`src/design/cre_pkg.sv`:
```
package cre_pkg;

	localparam int NSYM        = 256;
	localparam int NMODELS     = 260;
	localparam int MEM_DEPTH   = NMODELS * NSYM;
	localparam int ADDR_W      = 17;
	localparam int MODEL_W     = 9;
	localparam int TOT_W       = 17;
	localparam int TOTAL_LIMIT = 65536;
	localparam int NUM_HI_MOD  = 4;
	localparam int MAX_RES     = 5;
	localparam int FIN_SHIFTS  = 5;
	localparam int CQ_DEPTH    = 2;
	localparam int CQ_AW       = 1;
	localparam int RQ_DEPTH    = 8;
	localparam int RQ_AW       = 3;

	localparam logic OP_ENCODE = 1'b0;
	localparam logic OP_FINISH = 1'b1;

	localparam logic [7:0] FILL_ZERO = 8'h00;
	localparam logic [7:0] FILL_ONES = 8'hFF;

	localparam logic [2:0] CTX_NONE = 3'd0;
	localparam logic [2:0] CTX_CLS4 = 3'd1;
	localparam logic [2:0] CTX_FULL = 3'd2;
	localparam logic [2:0] CTX_HI   = 3'd3;

	typedef struct packed {
		logic       op;
		logic [1:0] hm;
		logic [7:0] lm;
		logic [7:0] hi;
		logic [7:0] lo;
	} cmd_t;

	typedef struct packed {
		logic [7:0]  coded_byte;
		logic [31:0] fill_count;
		logic [7:0]  fill_byte;
		logic        last_result;
	} result_t;

	typedef struct packed {
		logic clearing;
	} back_stat_t;

	function automatic logic [1:0] class4(input logic [7:0] h);
		logic [1:0] c;
		if (h == 8'd0) c = 2'd0;
		else if (h <= 8'd2) c = 2'd1;
		else if (h <= 8'd8) c = 2'd2;
		else c = 2'd3;
		return c;
	endfunction

endpackage

```
`src/design/cre_rq.sv`:
```
module cre_rq import cre_pkg::*; (
	input  logic           clk,
	input  logic           arst_n,
	input  logic           wr_en,
	input  result_t        wr_data,
	input  logic           pop,
	output logic           empty,
	output result_t        rd_data,
	output logic [RQ_AW:0] level
);

	result_t          rq_q [RQ_DEPTH];
	logic [RQ_AW-1:0] wr_ptr_q, rd_ptr_q;
	logic [RQ_AW:0]   level_q;
	logic             do_pop;

	assign empty   = (level_q == '0);
	assign do_pop  = pop && !empty;
	assign rd_data = rq_q[rd_ptr_q];
	assign level   = level_q;

	always_ff @(posedge clk or negedge arst_n) begin
		if (!arst_n) begin
			wr_ptr_q <= '0;
			rd_ptr_q <= '0;
			level_q  <= '0;
		end else begin
			if (wr_en) wr_ptr_q <= wr_ptr_q + 1'b1;
			if (do_pop) rd_ptr_q <= rd_ptr_q + 1'b1;
			level_q <= level_q + (RQ_AW+1)'(wr_en) - (RQ_AW+1)'(do_pop);
		end
	end

	always_ff @(posedge clk) begin
		if (wr_en) rq_q[wr_ptr_q] <= wr_data;
	end

endmodule

```
`config.mk`:
```
export PLATFORM = sky130hd
export DESIGN_NAME = cre_rq
export DESIGN_NICKNAME = d
export VERILOG_FILES = /design/src/design/cre_pkg.sv /design/src/design/cre_rq.sv
export SDC_FILE = /design/constraint.sdc
export NUM_CORES = 1
export LEC_CHECK = 0
export BUFFER_PORTS_ARGS = -buffer_cell sky130_fd_sc_hd__buf_2
export CAP_MARGIN = 10
export CORE_UTILIZATION = 45
export DETAILED_ROUTE_END_ITERATION = 16
export PLACE_DENSITY = 0.68
export REMOVE_ABC_BUFFERS = 1
export SYNTH_ARGS = -nofsm -noshare
export SYNTH_HDL_FRONTEND = slang
export SYNTH_SLANG_ARGS = --single-unit
```
`constraint.sdc`:
```
create_clock -name clk -period 5.5 [get_ports clk]
set_input_delay 1.1 -clock clk [delete_from_list [all_inputs] [get_ports clk]]
set_output_delay 1.1 -clock clk [all_outputs]
set_load 0.01 [all_outputs]
```
==> impl_metrics.json <==
{
  "grt_start_max_net_pins": 58,
  "pwr_density_cell_mw_per_mm2": 535,
  "grtUsageTotal_pct": 17.5,
  "worstPathMaxFanout": 37,
  "numCtsBuffers": 39,
  "dpl_worst_slack_ns": 1.93,
  "coreArea_sq_mm": 0.0334,
  "htree_num_levels": 2,
  "max_clock_freq_ghz": 0.248,
  "drt-vias-per-instance": 5.46,
  "slew_violations": 0,
  "clk_transition_reported_paths_ns": 0.06,
  "synth.most_common_cell": "edfxtp_1",
  "drt_iter0_markers": 584,
  "synth-edff-count": 392,
  "worst-endpoint-arrival_ns": 2.93,
  "crit_chain": "buf_4 -> mux4_2 -> mux2_2 -> buf_2",
  "max_cap_viol_count": 0,
  "synth.lib_cells_used.distinct": 21,
  "overflow": 0,
  "floorplan.die.width_microns": 186,
  "finalWirelength_microns": 29400,
  "postCtsHoldBufs": 0,
  "clk_path_buf_depth": 3,
  "critical_path_buf_inv_count": 2,
  "grt_antenna_before_repair": 7,
  "timing.setup.critical_path_class": "reg2out",
  "final_critical_path_required_period_ns": 4.03,
  "cts_tree": "yes",
  "hpwlAfterDp_microns": 16300,
  "wire_per_inst_microns": 24.0,
  "syn_area_per_cell_sq_um": 24.6,
  "ant_nets": 0,
  "port_buffers": 106,
  "final.setup_skew_ns": 0.0108,
  "power.static_leakage_nw": 5.77,
  "postPlaceCellArea_sq_mm": 0.0164,
  "worstSetupStartpointType": "register",
  "cts_root_buffer": "clkbuf_16",
  "worst_pin_slew_ns": 1.03,
  "vdd.ir_drop.worst_uv": 286,
  "share_of_the_clock_period_used_by_the_worst_path_pct": 73.2,
  "fp-row-count": 67,
  "crit_path_end_kind": "output port",
  "clkSinkCount": 402,
  "timing.max_slew.rel_slack_pct": 31.2,
  "worst_path_max_delay_cell": "dfrtp_4",
  "synth_top_cells_by_count": "392 x edfxtp_1, 98 x mux4_2, 51 x mux2_2, 12 x clkbuf_1, 11 x buf_2",
  "worst_hold_path_type": "in2async",
  "area.growth.synth_to_final_pct": 15.6,
  "synthTopCellsByArea": "edfxtp_1 77%, mux4_2 14%, mux2_2 3.8%",
  "fin_ws_ns": 1.47,
  "violations": "DRC",
  "grt_setup_unrepaired": "no",
  "ys_async_sr_fraction_pct": 2.49,
  "synth_seq_area_share_pct": 78.9,
  "crit_path_max_incr_delay_ns": 0.93,
  "final_net_count": 816,
  "worstSkewPairLatency_ns": 0.51,
  "grt_pass1_vias": 7124,
  "cp_data_required_time_ns": 4.40,
  "final_cell_area_sq_mm": 0.0176,
  "dieArea_sq_mm": 0.0346,
  "run_status": "complete, but fails checks",
  "ff2ff_path_depth": 10,
  "postCtsSetupRepairBufs": 0,
  "synth_top_cell_area_share_pct": 77.2,
  "synth_warnings": 0,
  "first_pass_grt_wire_length_microns": 43600,
  "drt_drc_violations_left": 4,
  "post_route_cells_drive_above_1_share_pct": 42.7,
  "ioPinCount": 107,
  "routed-via-count": 6695,
  "routabilityCongestion": 0.710,
  "synth-main-ff-cell": "edfxtp_1",
  "crit_cells": 4,
  "timing.final.setup_violations": 0,
  "netlist_area_sq_mm": 0.0152,
  "yosys_register_bits": 402,
  "cts_resized": 0,
  "die_h_microns": 186,
  "critical-path-top-delay-family": "flip-flops",
  "netlist.top_cell.by_area": "edfxtp_1",
  "drtPass1Iterations": 11,
  "post_synth_inst_count": 620,
  "floorplan.initialDensity_pct": 45.6,
  "final-hold-violation-count": 0
}
worst register-to-register path, stage by stage, from the launching register on:
cell and delay [ns]:
dfrtp_1 0.38, inv_1 0.09, ha_1 0.13, nor3b_1 0.34, nand2b_1 0.26, inv_1 0.07
ha_1 0.27, inv_1 0.04, ha_1 0.21, fa_1 0.42, xor2_1 0.17
placed cells by master, fill, tap and decap left out, drive strengths merged, types with 7 or more instances in the layout:
master  synthesis  final
edfxtp        392    392
mux4           98     98
inv             7      7
ha              7      7
buf            16    122
clkbuf         12     50
mux2           51     51
clkinv          0      9
dfrtp          10     10
nor2            7      7
final cells by class:
| class | count | area (sq um) |
|---|---|---|
| fillers | 2498 | 15800 |
| flip-flops and latches | 402 | 12000 |
| multi-input cells | 183 | 3090 |
| clock buffers | 50 | 1080 |
| repair buffers | 122 | 663 |
| well taps | 448 | 561 |
| clock inverters | 13 | 158 |
| inverters | 7 | 26.3 |
| diodes | 2 | 5.00 |
routing by layer:
metal | part of all wire (%) | wire length, microns | global-route usage, %
met5 | 0.20 | 59 | 0
met1 | 43 | 12700 | 24.0
met3 | 5.5 | 1610 | 3.82
met4 | 2.1 | 614 | 4.62
met2 | 49 | 14400 | 28.3
stage by stage:
step / cells / power, mW / setup TNS [ns] / hold WS, ns / utilization, %
2_1_floorplan: 592 / 6.10 / -20.30 / 0.517 / -
3_3_place_gp: 1162 / 6.86 / 0 / 0.531 / 49.0
3_5_place_dp: 1162 / 6.96 / 0 / 0.555 / 49.0
4_1_cts: 1225 / 9.55 / 0 / 0.431 / 52.7
5_1_grt: 1225 / 9.87 / 0 / 0.438 / 52.7
6_report: 1227 / 9.43 / 0 / 0.448 / 52.7
flip-flops by register name (all words and copies together) (netlist names):
signal,count
rq_q,392
level,4
rd_ptr_q,3
wr_ptr_q,3
where the power goes:
group / switching, mW / internal [mW] / total (mW)
clock: 1.03 / 1.56 / 2.59
combinational: 1.24 / 1.35 / 2.59
sequential: 0.389 / 3.86 / 4.25
total: 2.66 / 6.77 / 9.43
cells by family (layout without fill, tap and decap cells):
| family | Yosys count | after routing | synth area share [%] |
|---|---|---|---|
| other cells | 0 | 2 | 0 |
| mux | 149 | 149 | 18.2 |
| buf+inv | 35 | 192 | 1.21 |
| simple gates | 18 | 18 | 0.550 |
| compound gates | 2 | 2 | 0.0821 |
| xor+xnor | 6 | 6 | 0.345 |
| flops | 402 | 402 | 78.9 |
| fa+ha+maj | 8 | 8 | 0.706 |
final timing paths:
check / slack, ns / endpoint / startpoint
setup reg to reg: 3.00 / level[2] / level[2]
max in group asynchronous: 4.82 / rd_ptr_q[1] / arst_n
hold reg to reg: 0.58 / wr_ptr_q[1] / wr_ptr_q[1]
min in group clk: 0.58 / wr_ptr_q[1] / wr_ptr_q[1]
setup / recovery: 1.47 / rd_data[4] / rd_ptr_q[0]
hold / removal: 0.45 / level[2] / arst_n
Note: power is estimated with default switching activity, not from simulation.
