[config.mk]
export PLATFORM = sky130hd
export DESIGN_NAME = cre_front
export DESIGN_NICKNAME = d
export VERILOG_FILES = /design/src/design/cre_pkg.sv /design/src/design/cre_front.sv
export SDC_FILE = /design/constraint.sdc
export NUM_CORES = 1
export LEC_CHECK = 0
export ABC_AREA = 1
export BUFFER_PORTS_ARGS = -buffer_cell sky130_fd_sc_hd__buf_4
export CORE_UTILIZATION = 30
export DETAILED_ROUTE_END_ITERATION = 6
export HOLD_SLACK_MARGIN = 0.1
export PLACE_DENSITY = 0.46
export SYNTH_ARGS = -nofsm -noshare
export SYNTH_HDL_FRONTEND = slang
export SYNTH_SLANG_ARGS = --single-unit
[constraint.sdc]
create_clock -name clk -period 3.5 [get_ports clk]
set_input_delay 0 -clock clk [delete_from_list [all_inputs] [get_ports clk]]
set_output_delay 0 -clock clk [all_outputs]
set_load 0.005 [all_outputs]
[src/design/cre_pkg.sv]
package cre_pkg;

	localparam int NSYM        = 256;
	localparam int NMODELS     = 260;
	localparam int MEM_DEPTH   = NMODELS * NSYM;
	localparam int ADDR_W      = 17;
	localparam int MODEL_W     = 9;
	localparam int TOT_W       = 17;
	localparam int TOTAL_LIMIT = 65536;
	localparam int NUM_HI_MOD  = 4;
	localparam int MAX_RES     = 5;
	localparam int FIN_SHIFTS  = 5;
	localparam int CQ_DEPTH    = 2;
	localparam int CQ_AW       = 1;
	localparam int RQ_DEPTH    = 8;
	localparam int RQ_AW       = 3;

	localparam logic OP_ENCODE = 1'b0;
	localparam logic OP_FINISH = 1'b1;

	localparam logic [7:0] FILL_ZERO = 8'h00;
	localparam logic [7:0] FILL_ONES = 8'hFF;

	localparam logic [2:0] CTX_NONE = 3'd0;
	localparam logic [2:0] CTX_CLS4 = 3'd1;
	localparam logic [2:0] CTX_FULL = 3'd2;
	localparam logic [2:0] CTX_HI   = 3'd3;

	typedef struct packed {
		logic       op;
		logic [1:0] hm;
		logic [7:0] lm;
		logic [7:0] hi;
		logic [7:0] lo;
	} cmd_t;

	typedef struct packed {
		logic [7:0]  coded_byte;
		logic [31:0] fill_count;
		logic [7:0]  fill_byte;
		logic        last_result;
	} result_t;

	typedef struct packed {
		logic clearing;
	} back_stat_t;

	function automatic logic [1:0] class4(input logic [7:0] h);
		logic [1:0] c;
		if (h == 8'd0) c = 2'd0;
		else if (h <= 8'd2) c = 2'd1;
		else if (h <= 8'd8) c = 2'd2;
		else c = 2'd3;
		return c;
	endfunction

endpackage

[src/design/cre_front.sv]
module cre_front import cre_pkg::*; (
	input  logic       clk,
	input  logic       arst_n,
	input  logic       push,
	output logic       full,
	input  logic       opcode,
	input  logic [15:0] symbol,
	input  logic       cfg_wr_en,
	input  logic [2:0] cfg_wr_data,
	input  back_stat_t stat,
	output logic       cmd_valid,
	input  logic       cmd_pop,
	output cmd_t       cmd
);

	cmd_t             cq_q [CQ_DEPTH];
	logic [CQ_AW-1:0] wr_ptr_q, rd_ptr_q;
	logic [CQ_AW:0]   level_q;
	logic [2:0]       context_mode_q;
	logic [7:0]       prev_high_q;
	logic             accept;
	logic             hctx;
	logic [2:0]       basec;
	cmd_t             new_cmd;

	assign full      = (level_q == (CQ_AW+1)'(CQ_DEPTH)) || stat.clearing;
	assign accept    = push && !full;
	assign cmd_valid = (level_q != '0);
	assign cmd       = cq_q[rd_ptr_q];

	// classify: pick the two models for this beat
	always_comb begin
		hctx  = (context_mode_q >= CTX_HI);
		basec = hctx ? (context_mode_q - CTX_HI) : context_mode_q;
		new_cmd.op = opcode;
		new_cmd.hi = symbol[15:8];
		new_cmd.lo = symbol[7:0];
		new_cmd.hm = hctx ? class4(prev_high_q) : 2'd0;
		if (basec == CTX_CLS4) new_cmd.lm = {6'd0, class4(symbol[15:8])};
		else if (basec == CTX_FULL) new_cmd.lm = symbol[15:8];
		else new_cmd.lm = 8'd0;
	end

	always_ff @(posedge clk or negedge arst_n) begin
		if (!arst_n) begin
			wr_ptr_q       <= '0;
			rd_ptr_q       <= '0;
			level_q        <= '0;
			context_mode_q <= CTX_NONE;
			prev_high_q    <= 8'd0;
		end else begin
			if (cfg_wr_en) context_mode_q <= cfg_wr_data;
			if (accept) begin
				wr_ptr_q <= wr_ptr_q + 1'b1;
				if (opcode == OP_FINISH) prev_high_q <= 8'd0;
				else prev_high_q <= symbol[15:8];
			end
			if (cmd_pop) rd_ptr_q <= rd_ptr_q + 1'b1;
			level_q <= level_q + (CQ_AW+1)'(accept) - (CQ_AW+1)'(cmd_pop);
		end
	end

	always_ff @(posedge clk) begin
		if (accept) cq_q[wr_ptr_q] <= new_cmd;
	end

endmodule

==> results.env <==
MUXSHAREOFSYNTHAREA_PCT=10.38
WORST_PATH_LARGEST_CELL_DELAY_NS=0.58
HOLD_PATH_STARTPOINT='push'
POWER_DENSITY_mW_PER_MM2=625.8
SYNTH_TOP_CELLS_BY_AREA='sky130_fd_sc_hd__edfxtp_1 55%, sky130_fd_sc_hd__dfrtp_1 13%, sky130_fd_sc_hd__mux2_2 10%'
WORST-PATH-MAX-FANOUT=11
GRT_FIRST_PASS_WIRELENGTH_MM=9.501
CTS_REPAIR_RESIZE_COUNT=0
CRITICAL_PATH_BUF_INV_COUNT=1
MAX_CAP_VIOLATIONS=0
PIN_COUNT_OF_THE_BIGGEST_NET_ENTERING_GLOBAL_ROUTING=28
WORST_R2R_PATH_DEPTH=4
SYNTH.NET_COUNT=247
ROUTE.VIAS.TOTAL=1905
POST-SYNTH-TOP-AREA-CELL='sky130_fd_sc_hd__edfxtp_1'
POWER_FRAC_SEQ_PCT=44.0
RSZ0062_AT_GRT='false'
SETUP_TNS_NS=0
CTS_TREE='yes'
CTS-HTREE-LEVELS=3
SYNTHSIMPLEGATEAREAFRAC_PCT=12.17
YS_SEQ_ELEMENTS=69
SYNTH-WARNING-COUNT=0
YS.FLOP_TYPE='sky130_fd_sc_hd__edfxtp_1'
COMBINATIONALPOWERSHARE_PCT=31.5
FLOORPLAN.DIE.HEIGHT_UM=100.8
REGTOREGSTARTPOINT='level_q[1]'
SYNTH-COMPOUND-AREA-SHARE_PCT=2.306
MAIN_COMBINATIONAL_CELL_FAMILY_BY_AREA_AFTER_SYNTHESIS='simple AND/OR/NAND/NOR gates'
ANTENNA_VIOLATIONS_BEFORE_REPAIR=0
FINALNETCOUNT=343
BOUNDARYPINS=55
TOTAL_LEAKAGE_POWER_nW=1.624
GP_CONGESTION=0.6981
CTS-ROOT-TO-SINK-BUFFERS=2
TRITONCTS.NUM_BUFFERS=9
POST_SYNTH_INST_COUNT=217
FINALPOWER_mW=2.497
DIE-AREA_MM2=0.01017
ANTENNA_CELLS_INSERTED=0
DP_SLACK_NS=1.787
DRT-WIRELENGTH-PER-CELL_UM=12.85
GLOBAL_ROUTE_CONGESTION_OVERFLOW_TOTAL=0
POSTSYNTHAREAPERCELL_UM2=13.50
WORST_SLEW_SLACK_AS_A_FRACTION_OF_ITS_LIMIT_PCT=52.38
CELL_FAMILY_WITH_THE_LARGEST_SHARE_OF_CRITICAL_PATH_DELAY='buffers and inverters'
INITIAL_UTILIZATION_PCT=31.27
PLACE_HPWL_MM=3.800
SYNTH_SEQ_AREA_SHARE_PCT=68.15
POST_SYNTH_FA_HA_MAJ_AREA_FRACTION_PCT=1.708
CLK-INSERTION-DELAY-LATE_NS=0.34
ROUTE.DETAILED.VIAS_PER_INST=4.262
WORST-ENDPOINT-ARRIVAL_NS=2.07
CRITICAL_PATH_CLASS='flop to flop'
SETUP.REG_TO_REG.WORST_SLACK_NS=1.71
DIE_W_UM=100.8
SINK_OF_THE_WORST_HOLD_PATH='wr_ptr_q'
MAXCLOCKFREQUENCY_MHz=558.7
CTS_ROOT_BUF='sky130_fd_sc_hd__clkbuf_8'
SLOWEST_STAGE='sky130_fd_sc_hd__dlygate4sd3_1'
DP.CELLS=401
CP-END-KIND='flop'
WORST_IR_DROP_VDD_V=0.0002778
DRC=0
CLOCK_POWER_SHARE_PCT=24.5
POWER_INTERNAL_mW=1.791
SYNTHDOMINANTCELLAREASHARE_PCT=55.34
STATUS='finished, final reports clean'
FILL_CELLS=919
DETAILEDROUTE.FIRSTPASSITERATIONCOUNT=4
ROUTED_WL_MM=5.742
CORE_REGION_AREA_MM2=0.009371
FLOORPLAN.ROWS=35
P_SW_SHARE_PCT=28.30
DRIVE_ABOVE_1_SHARE_PCT=37.11
R2R_END='prev_high_q[2]'
DRTANTENNAVIOLNETS=0
SYNTHDISTINCTLIBCELLS=24
SYNTH-EDFF-COUNT=54
HOLDPATHSTAGES=3
CRIT_CHAIN='nand2_1 > nand3_1 > o31ai_1 > dlygate4sd3_1'
WORST_SLACK_NS=1.710
REPORT.FINAL.HOLD_VIOL_COUNT=0
CTS.REPORTEDPATHS.CLKPINSLEW_NS=0.07
SHARE_OF_ASYNC_SETTABLE_OR_ASYNC_RESETTABLE_FLOPS_AFTER_SYNTHESIS_PCT=21.74
DRT_FIRST_ITER_VIOLATIONS=34
POST-ROUTE-MIN-PERIOD_NS=1.790
FINAL_MAX_SLEW_VIOL_COUNT=0
FINAL-INSTANCE-COUNT-EXCL-FILL=447
FLOW.AREA_GROWTH_FROM_SYNTHESIS_PCT=36.17
HOLD_CLASS='input port to flop'
WORST_CLOCK_SKEW_NS=0.009751
SETUP.WORST_PATH.START_CLASS='flop'
GRT_PASS1_VIAS=1904
CTS_SINKS=69
TOTAL_SWITCHING_POWER_mW=0.7066
WORST_SLEW_PIN_SLEW_NS=0.7119
IO_BUFFERS=54
FINALSETUPVIOLATIONS=0
GLOBALROUTETOTALUTIL_PCT=12.77
CP.REQUIRED_NS=3.78
SYNTH_XOR_XNOR_AREA_SHARE_PCT=1.196
POST_SYNTH_INSTANCE_AREA_MM2=0.002930
POST-ROUTE-PERIOD-UTIL_PCT=51.14
Yosys cell counts (all sizes together), types with 2 or more instances:
cell,count
edfxtp,54
nand2,32
mux2,27
nor2,24
inv,22
dfrtp,15
o21ai,12
nand3,11
buf,4
ha,4
nand4,4
xnor2,2
xor2,2
layout make-up:
cell class	count	area, µm²	area share, %
Multi-Input combinational cell	121	818.3	20.51
Sequential cell	69	1997	50.05
Inverter	23	87.58	2.195
Clock inverter	5	51.30	1.286
Tap cell	129	161.4	4.045
Timing Repair Buffer	89	743.2	18.63
Clock buffer	11	131.4	3.293
worst min-delay path: cells and delay by family:
family        cells  cell delay [ns]
buf+inv           1             0.11
xor+xnor          1             0.12
simple gates      1             0.33
cells in the final DEF, fill, tap and decap left out:
cell type	n
sky130_fd_sc_hd__xnor2_1	2
sky130_fd_sc_hd__or2_2	1
sky130_fd_sc_hd__inv_2	1
sky130_fd_sc_hd__nor2_4	1
sky130_fd_sc_hd__clkinv_2	3
sky130_fd_sc_hd__buf_4	59
sky130_fd_sc_hd__o21ai_0	12
sky130_fd_sc_hd__edfxtp_1	54
sky130_fd_sc_hd__clkbuf_8	9
sky130_fd_sc_hd__nand3_1	10
sky130_fd_sc_hd__o31ai_1	1
sky130_fd_sc_hd__clkinv_1	1
sky130_fd_sc_hd__dfrtp_1	15
sky130_fd_sc_hd__nand2_2	5
sky130_fd_sc_hd__bufinv_16	1
sky130_fd_sc_hd__mux2_2	27
sky130_fd_sc_hd__ha_1	4
sky130_fd_sc_hd__clkbuf_1	2
sky130_fd_sc_hd__nand4_1	4
sky130_fd_sc_hd__clkinvlp_4	1
sky130_fd_sc_hd__nand2_4	1
sky130_fd_sc_hd__nand3_4	1
sky130_fd_sc_hd__inv_1	21
sky130_fd_sc_hd__dlygate4sd3_1	30
sky130_fd_sc_hd__nor2_1	15
sky130_fd_sc_hd__nor2_2	8
sky130_fd_sc_hd__nor3_1	1
sky130_fd_sc_hd__nand2_1	26
sky130_fd_sc_hd__xor2_1	2
repair_timing:
item                      in CTS  in global routing
hold buffers                  30                  0
buffers inserted               0                  0
hold endpoints to repair      75                  0
layer usage:
layer / up-vias / global-route usage (%) / part of all wire [%]
met2: 42 / 20.18 / 47
met5: - / 0 / 0
met1: 911 / 16.16 / 47
li1: 945 / - / -
met4: 0 / 5.017 / 1.4
met3: 7 / 4.300 / 4.4
power by group through the flow:
stage                     clock network, mW  logic [mW]  registers [mW]
final                                 0.613       0.785            1.10
after global routing                  0.671       0.880            1.11
after CTS                             0.637       0.809            1.10
after detailed placement                  0       0.772            1.12
after global placement                    0       0.774            1.11
after floorplan                           0       0.467            1.10
registers in the layout, summed over array words and instances (netlist names):
name / count
context_mode_q: 3
prev_high_q: 8
cq_q: 54
rd_ptr_q: 1
wr_ptr_q: 1
level_q: 2
worst max-delay path by stage:
stage,cells after the start,slack [ns],endpoint,start
after global routing,5,1.51,prev_high_q[2],level_q[0]
after CTS,4,1.70,prev_high_q[2],level_q[1]
final,4,1.71,prev_high_q[2],level_q[1]
after floorplan,4,1.20,cq_q[0][0],level_q[1]
after detailed placement,6,1.79,level_q[1],level_q[1]
after global placement,7,1.80,level_q[1],level_q[0]
cells by family after synthesis:
logic type,count (synthesis)
fa+ha+maj,4
flops,69
buf+inv,27
compound gates,13
simple gates,73
xor+xnor,4
mux,27
per-stage QoR:
stage	instance area [µm²]	hold WS [ns]	util, %
2_1_floorplan	2930	-0.2956	-
3_3_place_gp	3507	-0.1262	37.42
3_5_place_dp	3507	-0.1243	37.42
4_1_cts	3990	0.2525	42.58
5_1_grt	3990	0.3073	42.58
6_report	3990	0.2616	42.58
(Power assumes the default switching activity.)
